===== src/rce_pkg.sv =====
// ============================================================================
// rce_pkg
// Shared types, constants and helpers of the retargetable cubic easing unit.
// ============================================================================
`default_nettype none

package rce_pkg;

	// Working widths: signed Horner terms, their magnitude and its two chunks
	localparam int XW  = 48;
	localparam int MW  = XW - 1;
	localparam int LW  = 24;
	localparam int HW  = MW - LW;
	localparam int VW  = 32;
	localparam int SLW = 40;
	localparam int BW  = 16;

	localparam logic [BW-1:0] BLEND_RESET = 16'd200;

	// Command codes of an input word
	localparam logic CMD_DECLARE = 1'b0;
	localparam logic CMD_SAMPLE  = 1'b1;

	typedef enum logic [2:0] {
		ST_IDLE,
		ST_PREP,
		ST_DIV,
		ST_MUL,
		ST_FIN
	} ctl_state_t;

	// Operand of each Horner multiply, in issue order
	typedef enum logic [2:0] {
		OP_A,
		OP_PB,
		OP_PC,
		OP_A3,
		OP_QB2
	} mul_op_t;

	// Steps of one multiply by normalized time
	typedef enum logic [2:0] {
		MS_FORM,
		MS_ABS,
		MS_LO,
		MS_HI,
		MS_SUM,
		MS_OUT
	} mul_stage_t;

	typedef struct packed {
		logic       load;
		logic       prep;
		logic       div_step;
		logic       mul_en;
		mul_op_t    mul_op;
		mul_stage_t mul_stage;
		logic       fin;
	} dp_cmd_t;

	typedef struct packed {
		logic out_busy;
	} dp_status_t;

	// Saturate a working value to 32-bit signed
	function automatic logic signed [VW-1:0] sat32(input logic signed [XW-1:0] x);
		logic signed [VW-1:0] r;
		if ((&x[XW-1:VW-1]) || !(|x[XW-1:VW-1])) begin
			r = x[VW-1:0];
		end else if (x[XW-1]) begin
			r = {1'b1, {(VW-1){1'b0}}};
		end else begin
			r = {1'b0, {(VW-1){1'b1}}};
		end
		return r;
	endfunction

	// Saturate a working value to 40-bit signed
	function automatic logic signed [SLW-1:0] sat40(input logic signed [XW-1:0] x);
		logic signed [SLW-1:0] r;
		if ((&x[XW-1:SLW-1]) || !(|x[XW-1:SLW-1])) begin
			r = x[SLW-1:0];
		end else if (x[XW-1]) begin
			r = {1'b1, {(SLW-1){1'b0}}};
		end else begin
			r = {1'b0, {(SLW-1){1'b1}}};
		end
		return r;
	endfunction

endpackage

`default_nettype wire


===== src/rce_cfg_if.sv =====
// ============================================================================
// rce_cfg_if
// Configuration write channel carrying the blend duration.
// ============================================================================
`default_nettype none

interface rce_cfg_if;
	logic        valid;
	logic        ready;
	logic [15:0] blend_ticks;

	modport source (output valid, output blend_ticks, input ready);
	modport sink (input valid, input blend_ticks, output ready);
endinterface

`default_nettype wire


===== src/rce_in_if.sv =====
// ============================================================================
// rce_in_if
// Command channel: declare a target or sample the curve.
// ============================================================================
`default_nettype none

interface rce_in_if;
	logic               valid;
	logic               ready;
	logic               command;
	logic [31:0]        now_tick;
	logic signed [31:0] new_goal;

	modport source (output valid, output command, output now_tick, output new_goal,
		input ready);
	modport sink (input valid, input command, input now_tick, input new_goal,
		output ready);
endinterface

`default_nettype wire


===== src/rce_out_if.sv =====
// ============================================================================
// rce_out_if
// Result channel: curve value and still-moving flag.
// ============================================================================
`default_nettype none

interface rce_out_if;
	logic               valid;
	logic               ready;
	logic signed [31:0] value;
	logic               moving;

	modport source (output valid, output value, output moving, input ready);
	modport sink (input valid, input value, input moving, output ready);
endinterface

`default_nettype wire


===== src/retargetable_cubic_easing_unit.sv =====
// ============================================================================
// retargetable_cubic_easing_unit
// Cubic ease-out toward a movable target, sampled on command.
// ============================================================================
// Sequence: from the accepted word to a valid result, a prep step, one divider
// step per time fraction bit, then five multiplies by time through one shared
// unit, each in the steps form, abs, low and high products, sum and output.
// A new word is taken only after writeback, but it is taken while the
// previous result still waits in the output register.
// Reset: asynchronous, clears curve state to zero and blend_ticks to 200.
`default_nettype none

module retargetable_cubic_easing_unit #(
	parameter int VALUE_FRAC_BITS = 16,
	parameter int TIME_FRAC_BITS  = 16
) (
	input wire         clk,
	input wire         arst_n,
	rce_cfg_if.sink    cfg,
	rce_in_if.sink     req,
	rce_out_if.source  rsp
);
	import rce_pkg::*;

	dp_cmd_t    ctl_cmd;
	dp_status_t dp_status;
	logic       ctl_idle;
	logic       in_accept;

	// Accept a word only while the sequencer is idle
	assign req.ready = ctl_idle;
	assign cfg.ready = 1'b1;
	assign in_accept = req.valid && ctl_idle;

	rce_controller #(
		.TIME_FRAC_BITS(TIME_FRAC_BITS)
	) u_ctl (
		.clk      (clk),
		.arst_n   (arst_n),
		.in_accept(in_accept),
		.status   (dp_status),
		.cmd      (ctl_cmd),
		.idle     (ctl_idle)
	);

	rce_datapath #(
		.VALUE_FRAC_BITS(VALUE_FRAC_BITS),
		.TIME_FRAC_BITS (TIME_FRAC_BITS)
	) u_dp (
		.clk            (clk),
		.arst_n         (arst_n),
		.cmd            (ctl_cmd),
		.status         (dp_status),
		.cfg_write      (cfg.valid),
		.cfg_blend_ticks(cfg.blend_ticks),
		.in_command     (req.command),
		.in_now_tick    (req.now_tick),
		.in_new_goal    (req.new_goal),
		.out_valid      (rsp.valid),
		.out_ready      (rsp.ready),
		.out_value      (rsp.value),
		.out_moving     (rsp.moving)
	);

	// One word in flight at a time
	a_busy_after_accept: assert property (@(posedge clk) disable iff (!arst_n)
		in_accept |=> !req.ready)
		else $error("word accepted while previous one in flight");

	// Never overwrite an untaken result
	a_fin_when_free: assert property (@(posedge clk) disable iff (!arst_n)
		ctl_cmd.fin |-> !dp_status.out_busy)
		else $error("result register overwritten");

	// A result appears only after writeback
	a_valid_from_fin: assert property (@(posedge clk) disable iff (!arst_n)
		$rose(rsp.valid) |-> $past(ctl_cmd.fin))
		else $error("result valid without writeback");

	// Datapath commands are mutually exclusive
	a_one_cmd: assert property (@(posedge clk) disable iff (!arst_n)
		$onehot0({ctl_cmd.load, ctl_cmd.prep, ctl_cmd.div_step, ctl_cmd.mul_en, ctl_cmd.fin}))
		else $error("overlapping datapath commands");

endmodule

`default_nettype wire


===== src/rce_controller.sv =====
// ============================================================================
// rce_controller
// Sequencer: load, prep, time division, five Horner multiplies, then writeback.
// ============================================================================
`default_nettype none

module rce_controller #(
	parameter int TIME_FRAC_BITS = 16
) (
	input  wire                      clk,
	input  wire                      arst_n,
	input  wire                      in_accept,
	input  wire rce_pkg::dp_status_t status,
	output rce_pkg::dp_cmd_t         cmd,
	output logic                     idle
);
	import rce_pkg::*;

	localparam int CNTW = $clog2(TIME_FRAC_BITS);
	localparam logic [CNTW-1:0] DIV_LAST = CNTW'(TIME_FRAC_BITS - 1);

	ctl_state_t       state_q, state_d;
	logic [CNTW-1:0]  cnt_q, cnt_d;
	mul_op_t          op_q, op_d;
	mul_stage_t       stage_q, stage_d;

	function automatic mul_op_t next_op(input mul_op_t op);
		mul_op_t r;
		unique case (op)
			OP_A:    r = OP_PB;
			OP_PB:   r = OP_PC;
			OP_PC:   r = OP_A3;
			OP_A3:   r = OP_QB2;
			default: r = OP_A;
		endcase
		return r;
	endfunction

	function automatic mul_stage_t next_stage(input mul_stage_t st);
		mul_stage_t r;
		unique case (st)
			MS_FORM: r = MS_ABS;
			MS_ABS:  r = MS_LO;
			MS_LO:   r = MS_HI;
			MS_HI:   r = MS_SUM;
			MS_SUM:  r = MS_OUT;
			default: r = MS_FORM;
		endcase
		return r;
	endfunction

	// State, step counter and multiply position
	always_ff @(posedge clk or negedge arst_n) begin
		if (!arst_n) begin
			state_q <= ST_IDLE;
			cnt_q   <= '0;
			op_q    <= OP_A;
			stage_q <= MS_FORM;
		end else begin
			state_q <= state_d;
			cnt_q   <= cnt_d;
			op_q    <= op_d;
			stage_q <= stage_d;
		end
	end

	// Next state and datapath commands
	always_comb begin
		state_d       = state_q;
		cnt_d         = cnt_q;
		op_d          = op_q;
		stage_d       = stage_q;
		idle          = 1'b0;
		cmd.load      = 1'b0;
		cmd.prep      = 1'b0;
		cmd.div_step  = 1'b0;
		cmd.mul_en    = 1'b0;
		cmd.mul_op    = op_q;
		cmd.mul_stage = stage_q;
		cmd.fin       = 1'b0;
		unique case (state_q)
			ST_IDLE: begin
				idle = 1'b1;
				if (in_accept) begin
					cmd.load = 1'b1;
					state_d  = ST_PREP;
				end
			end
			ST_PREP: begin
				cmd.prep = 1'b1;
				cnt_d    = '0;
				state_d  = ST_DIV;
			end
			ST_DIV: begin
				cmd.div_step = 1'b1;
				if (cnt_q == DIV_LAST) begin
					op_d    = OP_A;
					stage_d = MS_FORM;
					state_d = ST_MUL;
				end else begin
					cnt_d = cnt_q + 1'b1;
				end
			end
			ST_MUL: begin
				cmd.mul_en = 1'b1;
				if (stage_q == MS_OUT) begin
					stage_d = MS_FORM;
					if (op_q == OP_QB2) begin
						state_d = ST_FIN;
					end else begin
						op_d = next_op(op_q);
					end
				end else begin
					stage_d = next_stage(stage_q);
				end
			end
			ST_FIN: begin
				// hold until the result register is free
				if (!status.out_busy) begin
					cmd.fin = 1'b1;
					state_d = ST_IDLE;
				end
			end
			default: begin
				state_d = ST_IDLE;
			end
		endcase
	end

endmodule

`default_nettype wire


===== src/rce_datapath.sv =====
// ============================================================================
// rce_datapath
// Curve state, time divider, shared multiply-by-time unit and result register.
// ============================================================================
`default_nettype none

module rce_datapath #(
	parameter int VALUE_FRAC_BITS = 16,
	parameter int TIME_FRAC_BITS  = 16
) (
	input  wire                      clk,
	input  wire                      arst_n,
	input  wire rce_pkg::dp_cmd_t    cmd,
	output rce_pkg::dp_status_t      status,
	input  wire                      cfg_write,
	input  wire  [15:0]              cfg_blend_ticks,
	input  wire                      in_command,
	input  wire  [31:0]              in_now_tick,
	input  wire  signed [31:0]       in_new_goal,
	output logic                     out_valid,
	input  wire                      out_ready,
	output logic signed [31:0]       out_value,
	output logic                     out_moving
);
	import rce_pkg::*;

	localparam int TW  = TIME_FRAC_BITS + 1;
	localparam int PLW = LW + TW;
	localparam int PHW = HW + TW;
	localparam int SW  = MW + TW;
	localparam logic [TW-1:0] T_ONE = TW'(1) << TIME_FRAC_BITS;
	localparam logic signed [VW:0] HALF = (VW+1)'(1) <<< (VALUE_FRAC_BITS - 1);

	// Configuration and curve state
	logic [BW-1:0]         blend_q;
	logic                  started_q;
	logic signed [VW-1:0]  goal_q;
	logic signed [VW-1:0]  sv_q;
	logic signed [SLW-1:0] slope_q;
	logic [VW-1:0]         start_tick_q;

	// Current word and its precomputed terms
	logic                  cmd_q;
	logic [VW-1:0]         now_q;
	logic signed [VW-1:0]  want_q;
	logic signed [VW:0]    span_q;
	logic signed [VW:0]    diff_q;
	logic [VW-1:0]         elapsed_q;
	logic signed [XW-1:0]  a_q;
	logic signed [XW-1:0]  b_q;
	logic                  ignore_q;

	// Divider
	logic [BW-1:0]         rem_q;
	logic [TW-1:0]         quo_q;
	logic                  frozen_q;

	// Multiply unit
	logic signed [XW-1:0]  x_q;
	logic                  neg_q;
	logic [MW-1:0]         mag_q;
	logic [PLW-1:0]        pplo_q;
	logic [PHW-1:0]        pphi_q;
	logic [SW-1:0]         sum_q;
	logic signed [XW-1:0]  prod_q;
	logic signed [XW-1:0]  p3_q;

	// Result register
	logic                  out_valid_q;
	logic signed [VW-1:0]  out_value_q;
	logic                  out_moving_q;

	logic [BW-1:0]         span_ticks;
	logic [BW:0]           rem_x2;
	logic                  rem_ge;
	logic signed [XW-1:0]  x_sel;
	logic [MW-1:0]         prod_mag;
	logic signed [XW-1:0]  prod_new;
	logic signed [XW-1:0]  val_full;
	logic signed [XW-1:0]  slope_full;
	logic signed [VW-1:0]  val_sat;
	logic                  retarget;

	// Zero duration counts as one tick
	assign span_ticks = (blend_q == '0) ? BW'(1) : blend_q;

	// One restoring division step
	assign rem_x2 = {rem_q, 1'b0};
	assign rem_ge = rem_x2 >= {1'b0, span_ticks};

	// Select the operand of the next Horner multiply
	always_comb begin
		case (cmd.mul_op)
			OP_A:    x_sel = a_q;
			OP_PB:   x_sel = prod_q + b_q;
			OP_PC:   x_sel = prod_q + XW'(slope_q);
			OP_A3:   x_sel = a_q + (a_q <<< 1);
			OP_QB2:  x_sel = prod_q + (b_q <<< 1);
			default: x_sel = a_q;
		endcase
	end

	// Drop time fraction bits and reapply the sign
	assign prod_mag = MW'(sum_q >> TIME_FRAC_BITS);
	assign prod_new = neg_q ? -$signed({1'b0, prod_mag}) : $signed({1'b0, prod_mag});

	// Final curve value and slope
	assign val_full   = p3_q + XW'(sv_q);
	assign slope_full = prod_q + XW'(slope_q);
	assign val_sat    = sat32(val_full);
	assign retarget   = (cmd_q == CMD_DECLARE) && !ignore_q;

	// Configuration, curve state and result handshake
	always_ff @(posedge clk or negedge arst_n) begin
		if (!arst_n) begin
			blend_q      <= BLEND_RESET;
			started_q    <= 1'b0;
			goal_q       <= '0;
			sv_q         <= '0;
			slope_q      <= '0;
			start_tick_q <= '0;
			out_valid_q  <= 1'b0;
		end else begin
			if (cfg_write) begin
				blend_q <= cfg_blend_ticks;
			end
			if (cmd.fin && retarget) begin
				goal_q <= want_q;
				if (!started_q) begin
					started_q <= 1'b1;
					sv_q      <= want_q;
					slope_q   <= '0;
				end else begin
					sv_q         <= val_sat;
					slope_q      <= sat40(slope_full);
					start_tick_q <= now_q;
				end
			end
			if (cmd.fin) begin
				out_valid_q <= 1'b1;
			end else if (out_ready) begin
				out_valid_q <= 1'b0;
			end
		end
	end

	// Working registers
	always_ff @(posedge clk) begin
		if (cmd.load) begin
			cmd_q     <= in_command;
			now_q     <= in_now_tick;
			want_q    <= in_new_goal;
			span_q    <= (VW+1)'(goal_q) - (VW+1)'(sv_q);
			diff_q    <= (VW+1)'(in_new_goal) - (VW+1)'(goal_q);
			elapsed_q <= in_now_tick - start_tick_q;
		end
		if (cmd.prep) begin
			a_q      <= XW'(slope_q) - (XW'(span_q) <<< 1);
			b_q      <= XW'(span_q) + (XW'(span_q) <<< 1) - (XW'(slope_q) <<< 1);
			ignore_q <= (diff_q > -HALF) && (diff_q < HALF);
			// negative elapsed clamps to zero, a full span to one
			if (elapsed_q[VW-1]) begin
				quo_q    <= '0;
				frozen_q <= 1'b1;
			end else if (elapsed_q >= VW'(span_ticks)) begin
				quo_q    <= T_ONE;
				frozen_q <= 1'b1;
			end else begin
				quo_q    <= '0;
				rem_q    <= elapsed_q[BW-1:0];
				frozen_q <= 1'b0;
			end
		end
		if (cmd.div_step && !frozen_q) begin
			rem_q <= rem_ge ? BW'(rem_x2 - {1'b0, span_ticks}) : rem_x2[BW-1:0];
			quo_q <= {quo_q[TW-2:0], rem_ge};
		end
		if (cmd.mul_en) begin
			case (cmd.mul_stage)
				MS_FORM: begin
					x_q <= x_sel;
				end
				MS_ABS: begin
					neg_q <= x_q[XW-1];
					mag_q <= x_q[XW-1] ? MW'(-x_q) : MW'(x_q);
				end
				MS_LO: begin
					pplo_q <= PLW'(mag_q[LW-1:0]) * PLW'(quo_q);
				end
				MS_HI: begin
					pphi_q <= PHW'(mag_q[MW-1:LW]) * PHW'(quo_q);
				end
				MS_SUM: begin
					sum_q <= SW'(pplo_q) + (SW'(pphi_q) << LW);
				end
				MS_OUT: begin
					prod_q <= prod_new;
					if (cmd.mul_op == OP_PC) begin
						p3_q <= prod_new;
					end
				end
				default: begin
					x_q <= x_q;
				end
			endcase
		end
		if (cmd.fin) begin
			if (retarget) begin
				out_value_q  <= started_q ? val_sat : want_q;
				out_moving_q <= 1'b1;
			end else begin
				out_value_q  <= val_sat;
				out_moving_q <= quo_q != T_ONE;
			end
		end
	end

	assign status.out_busy = out_valid_q && !out_ready;
	assign out_valid       = out_valid_q;
	assign out_value       = out_value_q;
	assign out_moving      = out_moving_q;

endmodule

`default_nettype wire

===== src/flat_wrapper.sv =====
// flat-port wrapper written by rule: the top's interface ports become plain ports
module retargetable_cubic_easing_unit_flat import rce_pkg::*;
#(
	parameter int VALUE_FRAC_BITS = 16,
	parameter int TIME_FRAC_BITS  = 16
)
  (clk, arst_n, cfg_valid, cfg_blend_ticks, cfg_ready, req_valid, req_command, req_now_tick, req_new_goal, req_ready, rsp_valid, rsp_value, rsp_moving, rsp_ready);
  rce_cfg_if cfg_i ();
  rce_in_if req_i ();
  rce_out_if rsp_i ();
  input wire clk;
  input wire arst_n;
  input wire logic [$bits(cfg_i.valid)-1:0] cfg_valid;
  input wire logic [$bits(cfg_i.blend_ticks)-1:0] cfg_blend_ticks;
  output wire logic [$bits(cfg_i.ready)-1:0] cfg_ready;
  input wire logic [$bits(req_i.valid)-1:0] req_valid;
  input wire logic [$bits(req_i.command)-1:0] req_command;
  input wire logic [$bits(req_i.now_tick)-1:0] req_now_tick;
  input wire logic [$bits(req_i.new_goal)-1:0] req_new_goal;
  output wire logic [$bits(req_i.ready)-1:0] req_ready;
  output wire logic [$bits(rsp_i.valid)-1:0] rsp_valid;
  output wire logic [$bits(rsp_i.value)-1:0] rsp_value;
  output wire logic [$bits(rsp_i.moving)-1:0] rsp_moving;
  input wire logic [$bits(rsp_i.ready)-1:0] rsp_ready;
  assign cfg_i.valid = cfg_valid;
  assign cfg_i.blend_ticks = cfg_blend_ticks;
  assign cfg_ready = cfg_i.ready;
  assign req_i.valid = req_valid;
  assign req_i.command = req_command;
  assign req_i.now_tick = req_now_tick;
  assign req_i.new_goal = req_new_goal;
  assign req_ready = req_i.ready;
  assign rsp_valid = rsp_i.valid;
  assign rsp_value = rsp_i.value;
  assign rsp_moving = rsp_i.moving;
  assign rsp_i.ready = rsp_ready;
  retargetable_cubic_easing_unit #(.VALUE_FRAC_BITS(VALUE_FRAC_BITS), .TIME_FRAC_BITS(TIME_FRAC_BITS)) u_core (.clk(clk), .arst_n(arst_n), .cfg(cfg_i), .req(req_i), .rsp(rsp_i));
endmodule

===== config.mk =====
export PLATFORM = sky130hd
export DESIGN_NAME = retargetable_cubic_easing_unit_flat
export DESIGN_NICKNAME = d
export VERILOG_FILES = /design/src/rce_pkg.sv /design/src/rce_cfg_if.sv /design/src/rce_in_if.sv /design/src/rce_out_if.sv /design/src/retargetable_cubic_easing_unit.sv /design/src/rce_controller.sv /design/src/rce_datapath.sv /design/src/flat_wrapper.sv
export SDC_FILE = /design/constraint.sdc
export NUM_CORES = 2
export LEC_CHECK = 0
export BUFFER_PORTS_ARGS = -buffer_cell sky130_fd_sc_hd__buf_4
export CORE_ASPECT_RATIO = 0.8
export CORE_MARGIN = 2
export CORE_UTILIZATION = 68
export CTS_CLUSTER_SIZE = 28
export DETAILED_ROUTE_END_ITERATION = 10
export PLACE_DENSITY = 0.92
export REMOVE_ABC_BUFFERS = 1
export SYNTH_ARGS = -nofsm -noshare
export SYNTH_HDL_FRONTEND = slang
export SYNTH_SLANG_ARGS = --single-unit

===== constraint.sdc =====
create_clock -name clk -period 17.39 [get_ports clk]
set_input_delay 1.739 -clock clk [delete_from_list [all_inputs] [get_ports clk]]
set_output_delay 1.739 -clock clk [all_outputs]
set_load 0.02 [all_outputs]

==> metrics.yaml <==
setup_path:
  r2r-end: "u_core.u_dp.pplo_q[40]"
  regToRegSetupSlack_ps: 8310
  cpMaxStageDelayCell: "edfxtp_1"
  cp_max_fo: 25
  crit_path_frequent_cell: "fa_1"
  cp_num_buf_inv: 5
  timing.rr.start: "u_core.u_dp.quo_q[6]"
  critPathLaunchType: "flop"
  arrival_ps: 9560
  endpoint_kind: "flop"
  required_ps: 17870
  r2r_cells: 24
  crit_family: "adder cells"
  critPathMaxStageDelay_ps: 1000
  crit_type: "flop to flop"
  worstPathCellList: "buf_4 -> and2_1 -> fa_1 -> inv_1 -> fa_1 -> fa_1 -> fa_1 -> inv_1 -> fa_1 -> inv_1 -> fa_1 -> inv_1 -> ha_1 -> nand3_1 -> o31ai_1 -> a31oi_1 -> o31ai_1 -> a21oi_1 -> o21ai_0 -> a211oi_1 -> nor3_1 -> nor2_1 -> a211o_1 -> xnor2_1"
clocking:
  cts_hold_buf: 0
  cts_buffer_depth: 3
  clk_pin_slew_ps: 70
  numClockSinks: 784
  cts-root-buf: "clkbuf_16"
  cts_inserted_buffers: 84
  htree_num_levels: 3
  cts_setup_buffers: 0
  cts_tree: "yes"
  ctsResizeCount: 0
  insertion_delay_ps: 740
route:
  drtIter0Drc: 7325
  postRouteAntennaNets: 0
  drt_wl_total_um: 219000
  wl_per_cell_um: 22.4
  dr_wl_met3_um: 23600
  vias_per_cell: 6.47
  wl_met2_um: 99800
  met1_length_um: 85600
  top_layer: "met5"
  vias: 63350
  drcViolationCount: 0
  first_pass_iters: 9
yosys:
  netlist-cell-type-count: 102
  synth.avg_cell_area_um2: 9.53
  synth_enable_flop_cells: 617
  synth-main-ff-cell: "edfxtp_1"
  yosysTopAreaCell: "edfxtp_1"
  ys_ff_latch: 784
  syn_inst: 8202
  synth.area.top_cells: "edfxtp_1 24%, fa_1 18%, ha_1 11%"
  yosysSeqAreaShare: 0.291
  async_flop_share: 0.213
  yosysWarnings: 0
  syn-cell-area_um2: 78200
  synth_top_area_frac: 0.237
flow_run:
  drv_cap: 0
cells_and_area:
  final_common_cell: "inv_1"
  layout.nets: 9638
  drive_gt1_frac: 0.0562
  final_cell_mix: "1129 x inv_1, 897 x nand2_1, 684 x fa_1, 676 x ha_1, 617 x edfxtp_1"
  antennaDiodeCount: 0
  postLayoutCoreUtil: 0.730
  area_growth_pct: 6.76
worst_hold_path:
  holdPathEnd: "u_core.u_dp.sum_q[19]"
  holdCritStartpoint: "u_core.u_dp.pplo_q[19]"
  hp-class: "flop to flop"
  holdPathStages: 0
die:
  die_x_um: 383
  num_io_pins: 122
  design.die.area_um2: 118000
  die-height_um: 307
  core_area_um2: 114000
  row_count: 111
  floorplan.initialDensity: 0.684
timing:
  worst_clock_skew_ps: 61.8
  slew_viol_final: 0
  final.period_utilization: 0.522
  relSlewSlack: 0.0266
  fmax_ghz: 0.110
  rsz0062_at_grt: "false"
  tightest_slew_ps: 1450
  fin_tns_setup_ps: 0
  hold_viol_final: 0
  period_minus_slack_ps: 9080
  finalSetupViolCount: 0
placement:
  io_buffers: 120
  gp_congestion: 0.975
  dp_hpwl_um: 166000
global_route:
  antenna_found_initial: 2
  grt_pass1_wl_um: 347000
  grt_max_degree: 89
  grt_usage: 0.373
  overflow: 0
  grt_pass1_vias: 64025
run_status:
  outcome: "finished, final reports clean"
## final cells by class
class,count,area [um^2]
inverter,1131,4250
clock inverter,56,704
fill,7626,30900
tap,1525,1910
multi-input combinational,6000,50200
timing repair buffer,191,1440
clock buffer,100,2250
sequential,784,22700
## metal layers
| metal | GRT usage | vias up |
|---|---|---|
| met5 | 0 | - |
| met2 | 0.585 | 3792 |
| met3 | 0.0842 | 764 |
| met1 | 0.503 | 30751 |
| li1 | - | 28039 |
| met4 | 0.159 | 4 |
## worst max path at each step
stage,depth (start not counted),slack (ps),start,endpoint
floorplan,8,7220,rsp_ready,u_core.u_dp.slope_q[0]
global placement,23,8770,u_core.u_dp.quo_q[4],u_core.u_dp.pplo_q[40]
detailed placement,24,8560,u_core.u_dp.quo_q[6],u_core.u_dp.pplo_q[40]
CTS,24,8440,u_core.u_dp.quo_q[6],u_core.u_dp.pplo_q[40]
global route,24,7990,u_core.u_dp.quo_q[6],u_core.u_dp.pplo_q[40]
finish,24,8310,u_core.u_dp.quo_q[6],u_core.u_dp.pplo_q[40]
## flip-flops by register name, summed over array words and instances (netlist names), 40 cells and up
| signal | count |
|---|---|
| u_core.u_dp.a_q | 41 |
| u_core.u_dp.b_q | 42 |
| u_core.u_dp.mag_q | 47 |
| u_core.u_dp.p3_q | 48 |
| u_core.u_dp.prod_q | 48 |
| u_core.u_dp.slope_q | 40 |
| u_core.u_dp.sum_q | 47 |
| u_core.u_dp.x_q | 48 |
## worst register-to-register path, delay by kind of cell (launching register included)
family | cells | cell delay, ps
fa+ha+maj | 7 | 3120
compound gates | 7 | 3030
flops | 1 | 1000
simple gates | 4 | 850
buf+inv | 5 | 690
xor+xnor | 1 | 140
## kinds of logic (layout without fill, tap and decap cells)
| group | after synthesis | after routing | share of synthesized area |
|---|---|---|---|
| flip-flops | 784 | 784 | 0.291 |
| adder cells (fa/ha/maj) | 1360 | 1360 | 0.283 |
| AO/OA/AOI/OAI | 1778 | 1778 | 0.148 |
| multiplexers | 71 | 71 | 0.00986 |
| XOR/XNOR | 533 | 533 | 0.0598 |
| AND/OR/NAND/NOR | 2257 | 2257 | 0.139 |
| other | 1 | 1 | 0.0000480 |
| buffers and inverters | 1418 | 1478 | 0.0687 |
## metrics by stage
stage	area [um^2]	worst slack, ps	hold slack [ps]	instances
5_1_grt	83400	7990	431	9787
3_3_place_gp	80500	8770	405	9630
3_5_place_dp	80500	8560	405	9630
2_1_floorplan	77000	7220	400	7915
6_report	83400	8310	418	9787
4_1_cts	83400	8440	420	9786
## cell usage after synthesis, drive strengths merged (43+ instances only)
cell / count
edfxtp: 617
o21ai: 416
a31oi: 43
clkbuf: 261
and2: 342
o21a: 64
a21oi: 442
a22oi: 43
a211oi: 55
a221o: 49
nand3: 127
nor3: 100
fa: 684
o211ai: 43
nand4: 47
o22ai: 51
xnor2: 401
and3: 55
a21o: 212
inv: 1131
nor2b: 64
nand2: 899
ha: 676
o21bai: 66
o31ai: 51
nor2: 347
dfrtp: 164
xor2: 132
nand2b: 74
Power is left out: the tool's default activity adds up to more than one toggle a clock period on the data nets, which glitch-free logic cannot reach.
